==> config.mk <==
export PLATFORM = sky130hd
export DESIGN_NAME = hough_line_cluster_merge
export DESIGN_NICKNAME = d
export VERILOG_FILES = /design/src/hlcm_pkg.sv /design/src/hlcm_cell.sv /design/src/hlcm_div.sv /design/src/hough_line_cluster_merge.sv
export SDC_FILE = /design/constraint.sdc
export NUM_CORES = 2
export LEC_CHECK = 0
export BUFFER_PORTS_ARGS = -buffer_cell sky130_fd_sc_hd__buf_2
export CELL_PAD_IN_SITES_DETAIL_PLACEMENT = 0
export CELL_PAD_IN_SITES_GLOBAL_PLACEMENT = 1
export CORE_MARGIN = 1
export CORE_UTILIZATION = 54
export CTS_CLUSTER_SIZE = 28
export DETAILED_ROUTE_END_ITERATION = 8
export PLACE_DENSITY_LB_ADDON = 0.1
export SLEW_MARGIN = 20
export SYNTH_ARGS = -nofsm -noshare
export SYNTH_HDL_FRONTEND = slang
export SYNTH_HIERARCHICAL = 1
export SYNTH_SLANG_ARGS = --single-unit
==> constraint.sdc <==
create_clock -name i_clk -period 68.1 [get_ports i_clk]
set_input_delay 6.81 -clock i_clk [delete_from_list [all_inputs] [get_ports i_clk]]
set_output_delay 6.81 -clock i_clk [all_outputs]
set_load 0.05 [all_outputs]
==> src/hlcm_pkg.sv <==
// ----------------------------------------------------------------------------
// hlcm_pkg
// Shared types and constants of the Hough line cluster merge block.
// ----------------------------------------------------------------------------
package hlcm_pkg;

    localparam int PI_Q      = 25736;
    localparam int HALF_PI_Q = 12868;

    localparam int DIVIDEND_W = 31;
    localparam int DIVISOR_W  = 17;
    localparam int QUOT_W     = 16;

    typedef enum logic [1:0] {
        CFG_ANGLE_TOL       = 2'd0,
        CFG_MERGE_THETA_TOL = 2'd1,
        CFG_MERGE_RHO_TOL   = 2'd2,
        CFG_NONE            = 2'd3
    } t_cfg_index;

    typedef struct packed {
        logic signed [15:0] rho;
        logic signed [15:0] theta;
        logic [15:0]        cnt;
    } t_entry;

    typedef enum logic [6:0] {
        ST_IDLE  = 7'b0000001,
        ST_SCAN  = 7'b0000010,
        ST_MUL   = 7'b0000100,
        ST_DIVS  = 7'b0001000,
        ST_DIV   = 7'b0010000,
        ST_WRITE = 7'b0100000,
        ST_FLUSH = 7'b1000000
    } t_state;

endpackage

==> src/hlcm_cell.sv <==
// ----------------------------------------------------------------------------
// hlcm_cell
// One cluster slot of the rotating ring; takes its neighbor's entry on shift.
// ----------------------------------------------------------------------------
module hlcm_cell (
    input  logic            i_clk,
    input  logic            i_shift,
    input  hlcm_pkg::t_entry i_d,
    output hlcm_pkg::t_entry o_q
);
    import hlcm_pkg::*;

    t_entry r_q;

    always_ff @(posedge i_clk) begin
        if (i_shift) begin
            r_q <= i_d;
        end
    end

    assign o_q = r_q;

endmodule

==> src/hlcm_div.sv <==
// ----------------------------------------------------------------------------
// hlcm_div
// Restoring unsigned divider, one quotient bit per cycle.
// ----------------------------------------------------------------------------
module hlcm_div (
    input  logic                                i_clk,
    input  logic                                i_rst_n,
    input  logic                                i_start,
    input  logic [hlcm_pkg::DIVIDEND_W-1:0]     i_dividend,
    input  logic [hlcm_pkg::DIVISOR_W-1:0]      i_divisor,
    output logic                                o_busy,
    output logic [hlcm_pkg::QUOT_W-1:0]         o_quot
);
    import hlcm_pkg::*;

    localparam int CW = $clog2(DIVIDEND_W + 1);

    logic [DIVISOR_W:0]    r_rem;
    logic [DIVIDEND_W-1:0] r_quo;
    logic [DIVISOR_W-1:0]  r_div;
    logic [CW-1:0]         r_cnt;
    logic [DIVISOR_W:0]    w_rem_sh;
    logic                  w_ge;

    assign w_rem_sh = {r_rem[DIVISOR_W-1:0], r_quo[DIVIDEND_W-1]};
    assign w_ge     = w_rem_sh >= {1'b0, r_div};

    always_ff @(posedge i_clk) begin
        if (!i_rst_n) begin
            r_cnt <= '0;
        end else if (i_start) begin
            r_cnt <= CW'(DIVIDEND_W);
        end else if (r_cnt != '0) begin
            r_cnt <= r_cnt - 1'b1;
        end
    end

    always_ff @(posedge i_clk) begin
        if (i_start) begin
            r_rem <= '0;
            r_quo <= i_dividend;
            r_div <= i_divisor;
        end else if (r_cnt != '0) begin
            r_rem <= w_ge ? (w_rem_sh - {1'b0, r_div}) : w_rem_sh;
            r_quo <= {r_quo[DIVIDEND_W-2:0], w_ge};
        end
    end

    assign o_busy = r_cnt != '0;
    assign o_quot = r_quo[QUOT_W-1:0];

endmodule

==> src/hough_line_cluster_merge.sv <==
// ----------------------------------------------------------------------------
// hough_line_cluster_merge
// Merges Hough lines into clusters held in a rotating ring of cells.
// ----------------------------------------------------------------------------
// A kept line word holds the input while the cluster ring makes one full
// turn past the compare cell at its head. A line that joins a cluster also
// holds the ring for a multiply and the 31-step divider. A flush word holds
// the input while the ring makes one full turn, one cluster word per ring
// step, plus any output stall; a flush of an empty table holds it until its
// single empty word can be loaded. A dropped line without a flush frees the
// input at once. Words are taken one at a time.
module hough_line_cluster_merge #(
    parameter int MAX_CLUSTERS = 32
) (
    input  logic               i_clk,
    input  logic               i_rst_n,
    input  logic               i_cfg_valid,
    output logic               o_cfg_ready,
    input  logic [1:0]         i_cfg_index,
    input  logic [14:0]        i_cfg_data,
    input  logic               i_in_valid,
    output logic               o_in_ready,
    input  logic               i_carries_line,
    input  logic signed [15:0] i_line_rho,
    input  logic [14:0]        i_line_theta,
    input  logic               i_last_line,
    output logic               o_out_valid,
    input  logic               i_out_ready,
    output logic signed [15:0] o_merged_rho,
    output logic [14:0]        o_merged_theta,
    output logic [15:0]        o_merged_count,
    output logic               o_table_empty,
    output logic               o_overflow_seen,
    output logic               o_last_result
);
    import hlcm_pkg::*;

    localparam int SW = $clog2(MAX_CLUSTERS + 1);
    localparam logic [SW-1:0] MAX_C = SW'(MAX_CLUSTERS);
    localparam logic signed [17:0] PI_S   = 18'(PI_Q);
    localparam logic signed [17:0] HALF_S = 18'(HALF_PI_Q);

    t_state  r_state, n_state;
    logic [SW-1:0] r_step, n_step, r_used, n_used;
    logic    r_ovf, n_ovf, r_done, n_done;
    logic [12:0] r_angle_tol, r_theta_tol;
    logic [14:0] r_rho_tol;
    logic signed [15:0] r_rho, r_theta;
    logic    r_last;
    logic signed [32:0] r_prod_rho, r_prod_th;
    logic    r_neg_rho, r_neg_th;

    logic    r_o_valid;
    logic signed [15:0] r_o_rho;
    logic [14:0] r_o_theta;
    logic [15:0] r_o_cnt;
    logic    r_o_empty, r_o_ovf, r_o_last;

    t_entry  w_q [MAX_CLUSTERS];
    t_entry  w_head, w_feed, w_upd;
    logic    w_shift, w_load_out, w_out_free, w_in_acc, w_div_start;
    logic    w_o_empty, w_o_last;
    logic signed [15:0] w_o_rho;
    logic [14:0] w_o_theta;

    // line preprocessing
    logic signed [17:0] w_th_raw, w_tol, w_th;
    logic [15:0] w_rho_abs;
    logic    w_keep;

    assign w_tol    = {5'b0, r_angle_tol};
    assign w_th_raw = {3'b0, i_line_theta};
    assign w_th     = (w_th_raw >= PI_S - w_tol) ? (w_th_raw - PI_S) : w_th_raw;
    assign w_keep   = ((HALF_S - w_tol <= w_th) && (w_th <= HALF_S + w_tol))
                   || (w_th <= w_tol) || (PI_S - w_tol < w_th);
    assign w_rho_abs = !i_line_rho[15] ? i_line_rho :
                       (i_line_rho == 16'sh8000) ? 16'd32767 : 16'(-i_line_rho);

    assign o_cfg_ready = 1'b1;
    assign o_in_ready  = r_state == ST_IDLE;
    assign w_in_acc    = i_in_valid && o_in_ready;
    assign w_out_free  = !r_o_valid || i_out_ready;

    // cell ring
    genvar g;
    generate
        for (g = 0; g < MAX_CLUSTERS; g++) begin : g_cell
            t_entry w_d;
            if (g == MAX_CLUSTERS - 1) begin : g_tail
                assign w_d = w_feed;
            end else begin : g_mid
                assign w_d = w_q[g+1];
            end
            hlcm_cell u_cell (
                .i_clk   (i_clk),
                .i_shift (w_shift),
                .i_d     (w_d),
                .o_q     (w_q[g])
            );
        end
    endgenerate

    assign w_head = w_q[0];

    // match at head
    logic signed [16:0] w_drho, w_dth;
    logic [16:0] w_adrho, w_adth;
    logic    w_match;

    assign w_drho  = {w_head.rho[15], w_head.rho} - {r_rho[15], r_rho};
    assign w_dth   = {w_head.theta[15], w_head.theta} - {r_theta[15], r_theta};
    assign w_adrho = w_drho[16] ? 17'(-w_drho) : w_drho;
    assign w_adth  = w_dth[16] ? 17'(-w_dth) : w_dth;
    assign w_match = (w_adrho < {2'b0, r_rho_tol}) && (w_adth < {4'b0, r_theta_tol});

    // running average divide
    logic signed [33:0] w_sum_rho, w_sum_th;
    logic [DIVIDEND_W-1:0] w_mag_rho, w_mag_th;
    logic [DIVISOR_W-1:0]  w_divisor;
    logic [QUOT_W-1:0]     w_q_rho, w_q_th;
    logic    w_busy_rho, w_busy_th;

    assign w_sum_rho = {r_prod_rho[32], r_prod_rho} + {{18{r_rho[15]}}, r_rho};
    assign w_sum_th  = {r_prod_th[32], r_prod_th} + {{18{r_theta[15]}}, r_theta};
    assign w_mag_rho = w_sum_rho[33] ? DIVIDEND_W'(-w_sum_rho) : DIVIDEND_W'(w_sum_rho);
    assign w_mag_th  = w_sum_th[33] ? DIVIDEND_W'(-w_sum_th) : DIVIDEND_W'(w_sum_th);
    assign w_divisor = {1'b0, w_head.cnt} + 17'd1;
    assign w_div_start = r_state == ST_DIVS;

    hlcm_div u_div_rho (
        .i_clk      (i_clk),
        .i_rst_n    (i_rst_n),
        .i_start    (w_div_start),
        .i_dividend (w_mag_rho),
        .i_divisor  (w_divisor),
        .o_busy     (w_busy_rho),
        .o_quot     (w_q_rho)
    );

    hlcm_div u_div_th (
        .i_clk      (i_clk),
        .i_rst_n    (i_rst_n),
        .i_start    (w_div_start),
        .i_dividend (w_mag_th),
        .i_divisor  (w_divisor),
        .o_busy     (w_busy_th),
        .o_quot     (w_q_th)
    );

    assign w_upd.rho   = r_neg_rho ? 16'(-w_q_rho) : w_q_rho;
    assign w_upd.theta = r_neg_th ? 16'(-w_q_th) : w_q_th;
    assign w_upd.cnt   = (w_head.cnt == 16'hFFFF) ? w_head.cnt : w_head.cnt + 16'd1;

    // flush word
    assign w_o_rho   = w_head.theta[15] ? 16'(-w_head.rho) : w_head.rho;
    assign w_o_theta = w_head.theta[15] ? 15'(w_head.theta + 16'(PI_Q))
                                        : w_head.theta[14:0];

    always_comb begin
        n_state    = r_state;
        n_step     = r_step;
        n_used     = r_used;
        n_ovf      = r_ovf;
        n_done     = r_done;
        w_shift    = 1'b0;
        w_feed     = w_head;
        w_load_out = 1'b0;
        w_o_empty  = 1'b0;
        w_o_last   = 1'b0;
        unique case (r_state)
            ST_IDLE: begin
                if (w_in_acc) begin
                    n_step = '0;
                    n_done = 1'b0;
                    if (i_carries_line && w_keep) begin
                        n_state = ST_SCAN;
                    end else if (i_last_line) begin
                        n_state = ST_FLUSH;
                    end
                end
            end
            ST_SCAN: begin
                if (r_step == MAX_C) begin
                    n_step = '0;
                    if (!r_done) begin
                        n_ovf = 1'b1;
                    end
                    n_state = r_last ? ST_FLUSH : ST_IDLE;
                end else if (!r_done && r_step < r_used && w_match) begin
                    n_state = ST_MUL;
                end else begin
                    w_shift = 1'b1;
                    n_step  = r_step + 1'b1;
                    if (!r_done && r_step == r_used) begin
                        w_feed.rho   = r_rho;
                        w_feed.theta = r_theta;
                        w_feed.cnt   = 16'd1;
                        n_used       = r_used + 1'b1;
                        n_done       = 1'b1;
                    end
                end
            end
            ST_MUL: begin
                n_state = ST_DIVS;
            end
            ST_DIVS: begin
                n_state = ST_DIV;
            end
            ST_DIV: begin
                if (!w_busy_rho && !w_busy_th) begin
                    n_state = ST_WRITE;
                end
            end
            ST_WRITE: begin
                w_shift = 1'b1;
                w_feed  = w_upd;
                n_step  = r_step + 1'b1;
                n_done  = 1'b1;
                n_state = ST_SCAN;
            end
            ST_FLUSH: begin
                if (r_used == '0) begin
                    if (w_out_free) begin
                        w_load_out = 1'b1;
                        w_o_empty  = 1'b1;
                        w_o_last   = 1'b1;
                        n_ovf      = 1'b0;
                        n_state    = ST_IDLE;
                    end
                end else if (r_step == MAX_C) begin
                    n_step  = '0;
                    n_used  = '0;
                    n_ovf   = 1'b0;
                    n_state = ST_IDLE;
                end else if (r_step >= r_used || w_out_free) begin
                    w_shift    = 1'b1;
                    n_step     = r_step + 1'b1;
                    w_load_out = r_step < r_used;
                    w_o_last   = r_step + 1'b1 == r_used;
                end
            end
            default: begin
                n_state = ST_IDLE;
            end
        endcase
    end

    always_ff @(posedge i_clk) begin
        if (!i_rst_n) begin
            r_state     <= ST_IDLE;
            r_step      <= '0;
            r_used      <= '0;
            r_ovf       <= 1'b0;
            r_done      <= 1'b0;
            r_o_valid   <= 1'b0;
            r_angle_tol <= 13'd82;
            r_theta_tol <= 13'd82;
            r_rho_tol   <= 15'd400;
        end else begin
            r_state <= n_state;
            r_step  <= n_step;
            r_used  <= n_used;
            r_ovf   <= n_ovf;
            r_done  <= n_done;
            if (w_load_out) begin
                r_o_valid <= 1'b1;
            end else if (i_out_ready) begin
                r_o_valid <= 1'b0;
            end
            if (i_cfg_valid) begin
                unique case (t_cfg_index'(i_cfg_index))
                    CFG_ANGLE_TOL:       r_angle_tol <= i_cfg_data[12:0];
                    CFG_MERGE_THETA_TOL: r_theta_tol <= i_cfg_data[12:0];
                    CFG_MERGE_RHO_TOL:   r_rho_tol   <= i_cfg_data;
                    default: begin
                    end
                endcase
            end
        end
    end

    always_ff @(posedge i_clk) begin
        if (w_in_acc) begin
            r_rho   <= w_rho_abs;
            r_theta <= w_th[15:0];
            r_last  <= i_last_line;
        end
        if (r_state == ST_MUL) begin
            r_prod_rho <= w_head.rho * $signed({1'b0, w_head.cnt});
            r_prod_th  <= w_head.theta * $signed({1'b0, w_head.cnt});
        end
        if (w_div_start) begin
            r_neg_rho <= w_sum_rho[33];
            r_neg_th  <= w_sum_th[33];
        end
        if (w_load_out) begin
            r_o_rho   <= w_o_empty ? 16'sd0 : w_o_rho;
            r_o_theta <= w_o_empty ? 15'd0 : w_o_theta;
            r_o_cnt   <= w_o_empty ? 16'd0 : w_head.cnt;
            r_o_empty <= w_o_empty;
            r_o_ovf   <= r_ovf;
            r_o_last  <= w_o_last;
        end
    end

    assign o_out_valid     = r_o_valid;
    assign o_merged_rho    = r_o_rho;
    assign o_merged_theta  = r_o_theta;
    assign o_merged_count  = r_o_cnt;
    assign o_table_empty   = r_o_empty;
    assign o_overflow_seen = r_o_ovf;
    assign o_last_result   = r_o_last;

endmodule
==> Word level (Yosys, flattened, before mapping) <==
Index checks and enable logic that the tools add are counted.
{ "classes": {"n_addsub": 25, "n_mul": 2, "n_lt_le_gt_ge": 11, "eq_ne": 29, "muxes": 79, "bitwise_logic": 1, "reduce_logical": 35} }
{ "ops": {"columns": ["cell", "count"], "rows": [
  ["$mux 31", 6],
  ["$mux 48", 3],
  ["$pmux 48 s2", 1],
  ["$mux 7", 10],
  ["$add 33x16->34", 2],
  ["$mux 17", 4],
  ["$mul 16x17->33", 2],
  ["$mux 6", 11],
  ["$mux 16", 4],
  ["$neg 16->16", 4],
  ["$neg 31->31", 2],
  ["$pmux 7 s7", 1],
  ["$mux 15", 3],
  ["$ge 18x17->1", 2],
  ["$neg 17->17", 2],
  ["$sub 16x16->17", 2],
  ["$sub 17x17->17", 2],
  ["$eq 16x16->1 const B", 2],
  ["$mux 1", 26],
  ["$pmux 6 s4", 1],
  ["$mux 5", 4],
  ["$le 15x18->1", 1],
  ["$le 18x14->1", 1],
  ["$le 18x16->1", 1],
  ["48 further kinds", 85]
]} }
{ "totals": {"register_bits": 1873, "in_bits": 55, "output_inout_bits": 53, "word_cells": 308} }

==> Depth between registers and ports, before layout <==
{ "depth": {"ltp_word": 11, "ltp_mapped": 32, "ltp_nobuf": 30} }

==> Hierarchy <==
The synthesis kept the hierarchy.
{ "by_module_without_submodules": {"columns": ["module", "n_inst", "cells_per_inst", "area_each_um2", "seq_area_each_um2"], "rows": [
  ["hlcm_cell", 32, 48, 1441.4, 1441.4],
  ["hough_line_cluster_merge", 1, 4467, 38005.2, 5795.6],
  ["hlcm_div", 2, 389, 4147.7, 1881.8]
]} }

==> Least setup slack after synthesis <==
No wires, ideal clock.
{ "synth_path": {"path_type": "input port to flip-flop", "startpoint": "in i_out_ready", "endpoint": "reg g_cell[0].u_cell.r_q, in the netlist g_cell[0].u_cell/o_q[0] (enable)", "setup_time_ps": 14270, "arrival_time_ps": 41621, "required_ps": 53830, "slack_ps": 12209, "path_stages": 4, "path_buffers": 0, "path_cell_list": "nand2b_1 > or3_1 > nand3_1 > nand3_1"} }
{ "synth_between": {"elab_chain_cells": 6} }
{ "synth_rtl": {"columns": ["element", "line_no", "source"], "rows": [
  ["start: declaration", "hough_line_cluster_merge.sv:28", "input logic i_out_ready,"],
  ["$logic_or 1x1->1", "hough_line_cluster_merge.sv:82", "assign w_out_free = !r_o_valid || i_out_ready;"],
  ["$logic_or 1x1->1", "hough_line_cluster_merge.sv:235", "end else if (r_step >= r_used || w_out_free) begin"],
  ["$mux 1", "hough_line_cluster_merge.sv:235", null],
  ["$mux 1", "hough_line_cluster_merge.sv:230", "end else if (r_step == MAX_C) begin"],
  ["$mux 1", "hough_line_cluster_merge.sv:222", "if (r_used == '0) begin"],
  ["$pmux 1 s3", "hough_line_cluster_merge.sv:170", "unique case (r_state)"],
  ["net w_shift", "hough_line_cluster_merge.sv:61", "logic w_shift, w_load_out, w_out_free, w_in_acc, w_div_start;"],
  ["end signal: assignment", "hlcm_cell.sv:17", "r_q <= i_d;"],
  ["end: declaration", "hlcm_cell.sv:13", "t_entry r_q;"]
]} }
The timed path passes the listed nets, and every way through them passes these cells.
A chain may end at the register's enable or synchronous reset.

==> Worst setup path after layout <==
{ "layout_path": {"startpoint": "in i_out_ready", "endpoint": "reg g_cell[22].u_cell.r_q, in the netlist g_cell[22].u_cell/o_q[32] (enable)"} }
{ "layout_between": {"elab_chain_cells": 6} }
{ "layout_rtl": {"columns": ["element", "line_no"], "rows": [
  ["$logic_or 1x1->1", "hough_line_cluster_merge.sv:82"],
  ["$logic_or 1x1->1", "hough_line_cluster_merge.sv:235"],
  ["$mux 1", "hough_line_cluster_merge.sv:235"],
  ["$mux 1", "hough_line_cluster_merge.sv:230"],
  ["$mux 1", "hough_line_cluster_merge.sv:222"],
  ["$pmux 1 s3", "hough_line_cluster_merge.sv:170"],
  ["net w_shift", "hough_line_cluster_merge.sv:61"],
  ["end signal: assignment", "hlcm_cell.sv:17"],
  ["end: declaration", "hlcm_cell.sv:13"]
]} }
The timed path passes the listed nets, and every way through them passes these cells.

==> metrics.txt <==
# TYPE chip_impl_metric gauge
chip_impl_info{name="mostFrequentLayoutCell",value="sky130_fd_sc_hd__edfxtp_1"} 1
chip_impl_metric{name="wire_length_reported_by_the_detailed_router",unit="um"} 196000
chip_impl_metric{name="dpl.cell_count",unit=""} 8926
chip_impl_metric{name="p_leak",unit="nW"} 38.4
chip_impl_metric{name="cts.sink_count",unit=""} 1890
chip_impl_metric{name="synth_fp_nets",unit=""} 7718
chip_impl_info{name="regToRegStartpoint",value="g_cell[0].u_cell/o_q[32]$_DFFE_PP_"} 1
chip_impl_metric{name="worst_ep_required_time",unit="ns"} 68.55
chip_impl_metric{name="fillers",unit=""} 13241
chip_impl_metric{name="post_synth_edffs",unit=""} 1783
chip_impl_metric{name="routed-wl-met3",unit="um"} 9830
chip_impl_metric{name="r2r.worst_path.cells",unit=""} 27
chip_impl_metric{name="register_area",unit="mm2"} 0.0557
chip_impl_metric{name="globalRouteTotalUtil",unit="%"} 23.1
chip_impl_metric{name="worst-endpoint-arrival",unit="ns"} 13.07
chip_impl_info{name="cts_tree",value="done"} 1
chip_impl_info{name="netlist.top_cell.by_area",value="sky130_fd_sc_hd__edfxtp_1"} 1
chip_impl_info{name="min-delay-path-class",value="flop to flop"} 1
chip_impl_metric{name="max_slew_vio_count",unit=""} 0
chip_impl_metric{name="met1_length",unit="um"} 93100
chip_impl_metric{name="gp_congestion",unit=""} 0.865
chip_impl_info{name="clk_root_buffer_cell",value="sky130_fd_sc_hd__clkbuf_16"} 1
chip_impl_info{name="run_status",value="finished clean"} 1
chip_impl_metric{name="pre_cts_ws",unit="ns"} 54.56
chip_impl_metric{name="io_pins",unit=""} 108
chip_impl_metric{name="vias_per_cell",unit=""} 5.57
chip_impl_metric{name="path_max_fanout",unit=""} 175
chip_impl_metric{name="share_of_the_core_filled_with_cells",unit="%"} 59.9
chip_impl_metric{name="ctsHtreeMaxLevel",unit=""} 4
chip_impl_metric{name="yosysWarningCount",unit=""} 6
chip_impl_info{name="crit_end",value="g_cell[22].u_cell/o_q[32]$_DFFE_PP_"} 1
chip_impl_metric{name="fin_setup_tns",unit="ns"} 0
chip_impl_metric{name="synth_largest_type_area_fraction",unit="%"} 57.9
chip_impl_metric{name="p_switching",unit="mW"} 1.22
chip_impl_info{name="end_kind",value="flop"} 1
chip_impl_metric{name="postSynth.asyncResetShare",unit="%"} 0
chip_impl_metric{name="cts_made_buffers",unit=""} 186
chip_impl_metric{name="detail-route-antenna-nets",unit=""} 0
chip_impl_metric{name="clock_skew",unit="ns"} 0.0873
chip_impl_metric{name="total_power",unit="mW"} 3.72
chip_impl_metric{name="dr_wl_met2",unit="um"} 88300
chip_impl_metric{name="clock_power_share",unit="%"} 27.7
chip_impl_metric{name="core-area",unit="mm2"} 0.170
chip_impl_info{name="crit_type",value="input port to flop"} 1
chip_impl_metric{name="layout_setup_ws",unit="ns"} 55.48
chip_impl_metric{name="antenna_found_initial",unit=""} 9
chip_impl_metric{name="maxCapViolCount",unit=""} 0
chip_impl_metric{name="multi_input_comb_area",unit="mm2"} 0.0329
chip_impl_info{name="rr_endpoint",value="g_cell[22].u_cell/o_q[32]$_DFFE_PP_"} 1
chip_impl_metric{name="final.hold.worst_slack",unit="ns"} 0.385
chip_impl_metric{name="via_count_of_the_first_global_routing_pass",unit=""} 51157
chip_impl_metric{name="switching_share",unit="%"} 32.8
chip_impl_info{name="layout.cells.most_common_list",value="sky130_fd_sc_hd__edfxtp_1 (1783), sky130_fd_sc_hd__inv_1 (695), sky130_fd_sc_hd__nand2_1 (562)"} 1
chip_impl_metric{name="cts_resized",unit=""} 0
chip_impl_metric{name="worst-slew-pin-transition",unit="ns"} 1.10
chip_impl_metric{name="path_clk_slew",unit="ns"} 0.07
chip_impl_metric{name="global_route.overflow_total",unit=""} 0
chip_impl_info{name="setup.worst_path.start",value="i_out_ready"} 1
chip_impl_metric{name="clock_path_buffers",unit=""} 3
chip_impl_metric{name="first_drt_iteration_drcs",unit=""} 3762
chip_impl_metric{name="vias",unit=""} 51592
chip_impl_metric{name="part_of_the_cycle_the_worst_path_needs",unit="%"} 18.5
chip_impl_metric{name="placedInstanceArea",unit="mm2"} 0.0953
chip_impl_metric{name="fmax",unit="MHz"} 79.2
chip_impl_metric{name="finalWorstPathRequiredPeriod",unit="ns"} 12.62
chip_impl_metric{name="synthesis.area",unit="mm2"} 0.0924
chip_impl_metric{name="die_h",unit="um"} 416
chip_impl_metric{name="hpwl",unit="um"} 133000
chip_impl_metric{name="port-buffer-count",unit=""} 106
chip_impl_metric{name="comb_power_share",unit="%"} 33.1
chip_impl_metric{name="fin_nets",unit=""} 7835
chip_impl_metric{name="grt_max_degree",unit=""} 176
chip_impl_metric{name="detailedRoute.firstPassIterationCount",unit=""} 6
chip_impl_metric{name="p_per_area",unit="mW/mm2"} 36.6
chip_impl_metric{name="average_wire_per_cell_in_the_routed_design",unit="um"} 21.2
chip_impl_metric{name="floorplan.initialDensity",unit="%"} 54.5
chip_impl_metric{name="netlist-cell-type-count",unit=""} 117
chip_impl_metric{name="seqPwrFrac",unit="%"} 39.2
chip_impl_info{name="synth_ff_type",value="sky130_fd_sc_hd__edfxtp_1"} 1
chip_impl_metric{name="timing.final.hold_violations",unit=""} 0
chip_impl_metric{name="internal_power",unit="mW"} 2.50
chip_impl_metric{name="die_w",unit="um"} 416
chip_impl_metric{name="worst_skew_pair.late_latency",unit="ns"} 0.85
chip_impl_metric{name="grt_first_pass_wirelength",unit="um"} 304000
chip_impl_metric{name="power.ir.vdd_worst",unit="V"} 0.0000237
chip_impl_metric{name="syn_inst",unit=""} 6781
chip_impl_metric{name="post_cts_buffers",unit=""} 0
chip_impl_metric{name="timing.reg2reg.setup_slack",unit="ns"} 56.38
chip_impl_metric{name="finished_layout_cells",unit=""} 9269
chip_impl_info{name="dr.max_layer_used",value="met5"} 1
chip_impl_metric{name="sequential_area_share_after_synthesis",unit="%"} 60.2
chip_impl_metric{name="synthToLayoutAreaGrowth",unit="%"} 9.91
chip_impl_metric{name="syn-mean-instance-area",unit="um2"} 13.6
chip_impl_info{name="worstSetupStartpointType",value="input port"} 1
chip_impl_metric{name="cts_hold_repair.buffers",unit=""} 0
chip_impl_metric{name="post_route_cell_area",unit="mm2"} 0.102
chip_impl_info{name="netlist_top_cells_area",value="sky130_fd_sc_hd__edfxtp_1 (58%), sky130_fd_sc_hd__fa_1 (8.5%), sky130_fd_sc_hd__ha_1 (6.6%), sky130_fd_sc_hd__inv_1 (2.8%), sky130_fd_sc_hd__dfxtp_1 (2.3%)"} 1
chip_impl_metric{name="fp.dieArea",unit="mm2"} 0.173
chip_impl_metric{name="finalSetupViolCount",unit=""} 0
chip_impl_metric{name="max-slew-margin-rel",unit="%"} 25.6
chip_impl_metric{name="drcViolationCount",unit=""} 0
chip_impl_metric{name="rows",unit=""} 151
chip_impl_metric{name="synth.ff_latch_count",unit=""} 1890
chip_impl_metric{name="final_layout_size_suffix_gt1_share",unit="%"} 9.13
chip_impl_info{name="grt_setup_unrepaired",value="false"} 1
power by group through the flow:
| stage | clock [mW] | sequential, mW | combinational (mW) |
|---|---|---|---|
| after detailed placement | 0 | 1.48 | 1.22 |
| after floorplan | 0 | 1.58 | 0.939 |
| after CTS | 1.06 | 1.46 | 1.24 |
| after global routing | 1.11 | 1.47 | 1.39 |
| final | 1.03 | 1.46 | 1.23 |
| after global placement | 0 | 1.48 | 1.21 |
worst max-delay path, cell delays in order:
cell and delay, ns:
sky130_fd_sc_hd__buf_2 0.08, sky130_fd_sc_hd__nand2b_1 0.12, sky130_fd_sc_hd__or3_1 0.13, sky130_fd_sc_hd__nand3_1 0.19, sky130_fd_sc_hd__nand3_4 0.54, sky130_fd_sc_hd__buf_4 0.88
sky130_fd_sc_hd__buf_12 0.71, sky130_fd_sc_hd__buf_4 0.74, sky130_fd_sc_hd__buf_4 0.78, sky130_fd_sc_hd__buf_4 0.84, sky130_fd_sc_hd__buf_4 0.79
layout make-up:
class / instances / share of cell area [%]
clock buffers: 222 / 4.73
inverters: 706 / 2.61
diodes: 1 / 0.00246
well taps: 2218 / 2.73
repair buffers: 207 / 1.30
multi-input cells: 3907 / 32.4
clock inverters: 118 / 1.41
flip-flops and latches: 1890 / 54.8
logic make-up (layout without fill, tap and decap cells):
group / count (synthesis) / count (layout) / synth area share, %
AOI/OAI and AO/OA: 965 / 965 / 7.36
DFF: 1890 / 1890 / 60.2
buffers and inverters: 984 / 1253 / 4.22
muxes: 80 / 80 / 0.958
other: 1 / 2 / 0.00406
adders and majority gates: 884 / 884 / 15.2
xor gates and xnor gates: 358 / 358 / 3.42
and+or+nand+nor: 1619 / 1619 / 8.63
cells in the mapped netlist (all sizes together) (19+ instances only):
cell type / instances
clkbuf: 183
xor2: 139
o31ai: 45
nand3b: 19
fa: 394
nor2b: 43
nor3: 83
nand4: 30
nand2b: 56
nand2: 562
a311oi: 44
mux2: 65
a21o: 84
and2: 220
a211oi: 30
inv: 703
nand3: 92
o21ai: 183
edfxtp: 1783
o211ai: 30
buf: 95
a31oi: 32
o21a: 52
nor2: 325
a2111oi: 19
and3: 40
nor4: 26
or3: 28
a21oi: 228
ha: 488
a221o: 37
xnor2: 217
dfxtp: 107
routing by layer:
layer  global-route usage, %  vias up
met2                    35.2     1184
met4                    6.67        2
met3                    3.52      258
met5                       0        -
met1                    34.4    25807
li1                        -    24341
state kept, by name, summed over array words and instances (netlist names), 17 cells and up:
register           count
g_cell.u_cell/o_q   1536
r_prod_rho            33
r_prod_th             33
u_div_rho/r_div       17
u_div_rho/r_quo       31
u_div_rho/r_rem       17
u_div_th/r_div        17
u_div_th/r_quo        31
u_div_th/r_rem        17
worst min-delay path by stage:
stage / startpoint / to / cells after the start
floorplan: g_cell[1].u_cell/o_q[0]$_DFFE_PP_ / g_cell[0].u_cell/o_q[0]$_DFFE_PP_ / 0
global placement: g_cell[15].u_cell/o_q[20]$_DFFE_PP_ / g_cell[14].u_cell/o_q[20]$_DFFE_PP_ / 0
detailed placement: g_cell[1].u_cell/o_q[47]$_DFFE_PP_ / g_cell[0].u_cell/o_q[47]$_DFFE_PP_ / 0
CTS: g_cell[27].u_cell/o_q[13]$_DFFE_PP_ / g_cell[26].u_cell/o_q[13]$_DFFE_PP_ / 0
global route: g_cell[27].u_cell/o_q[13]$_DFFE_PP_ / g_cell[26].u_cell/o_q[13]$_DFFE_PP_ / 0
finish: g_cell[27].u_cell/o_q[13]$_DFFE_PP_ / g_cell[26].u_cell/o_q[13]$_DFFE_PP_ / 0
Power figures use the tool's default switching activity.
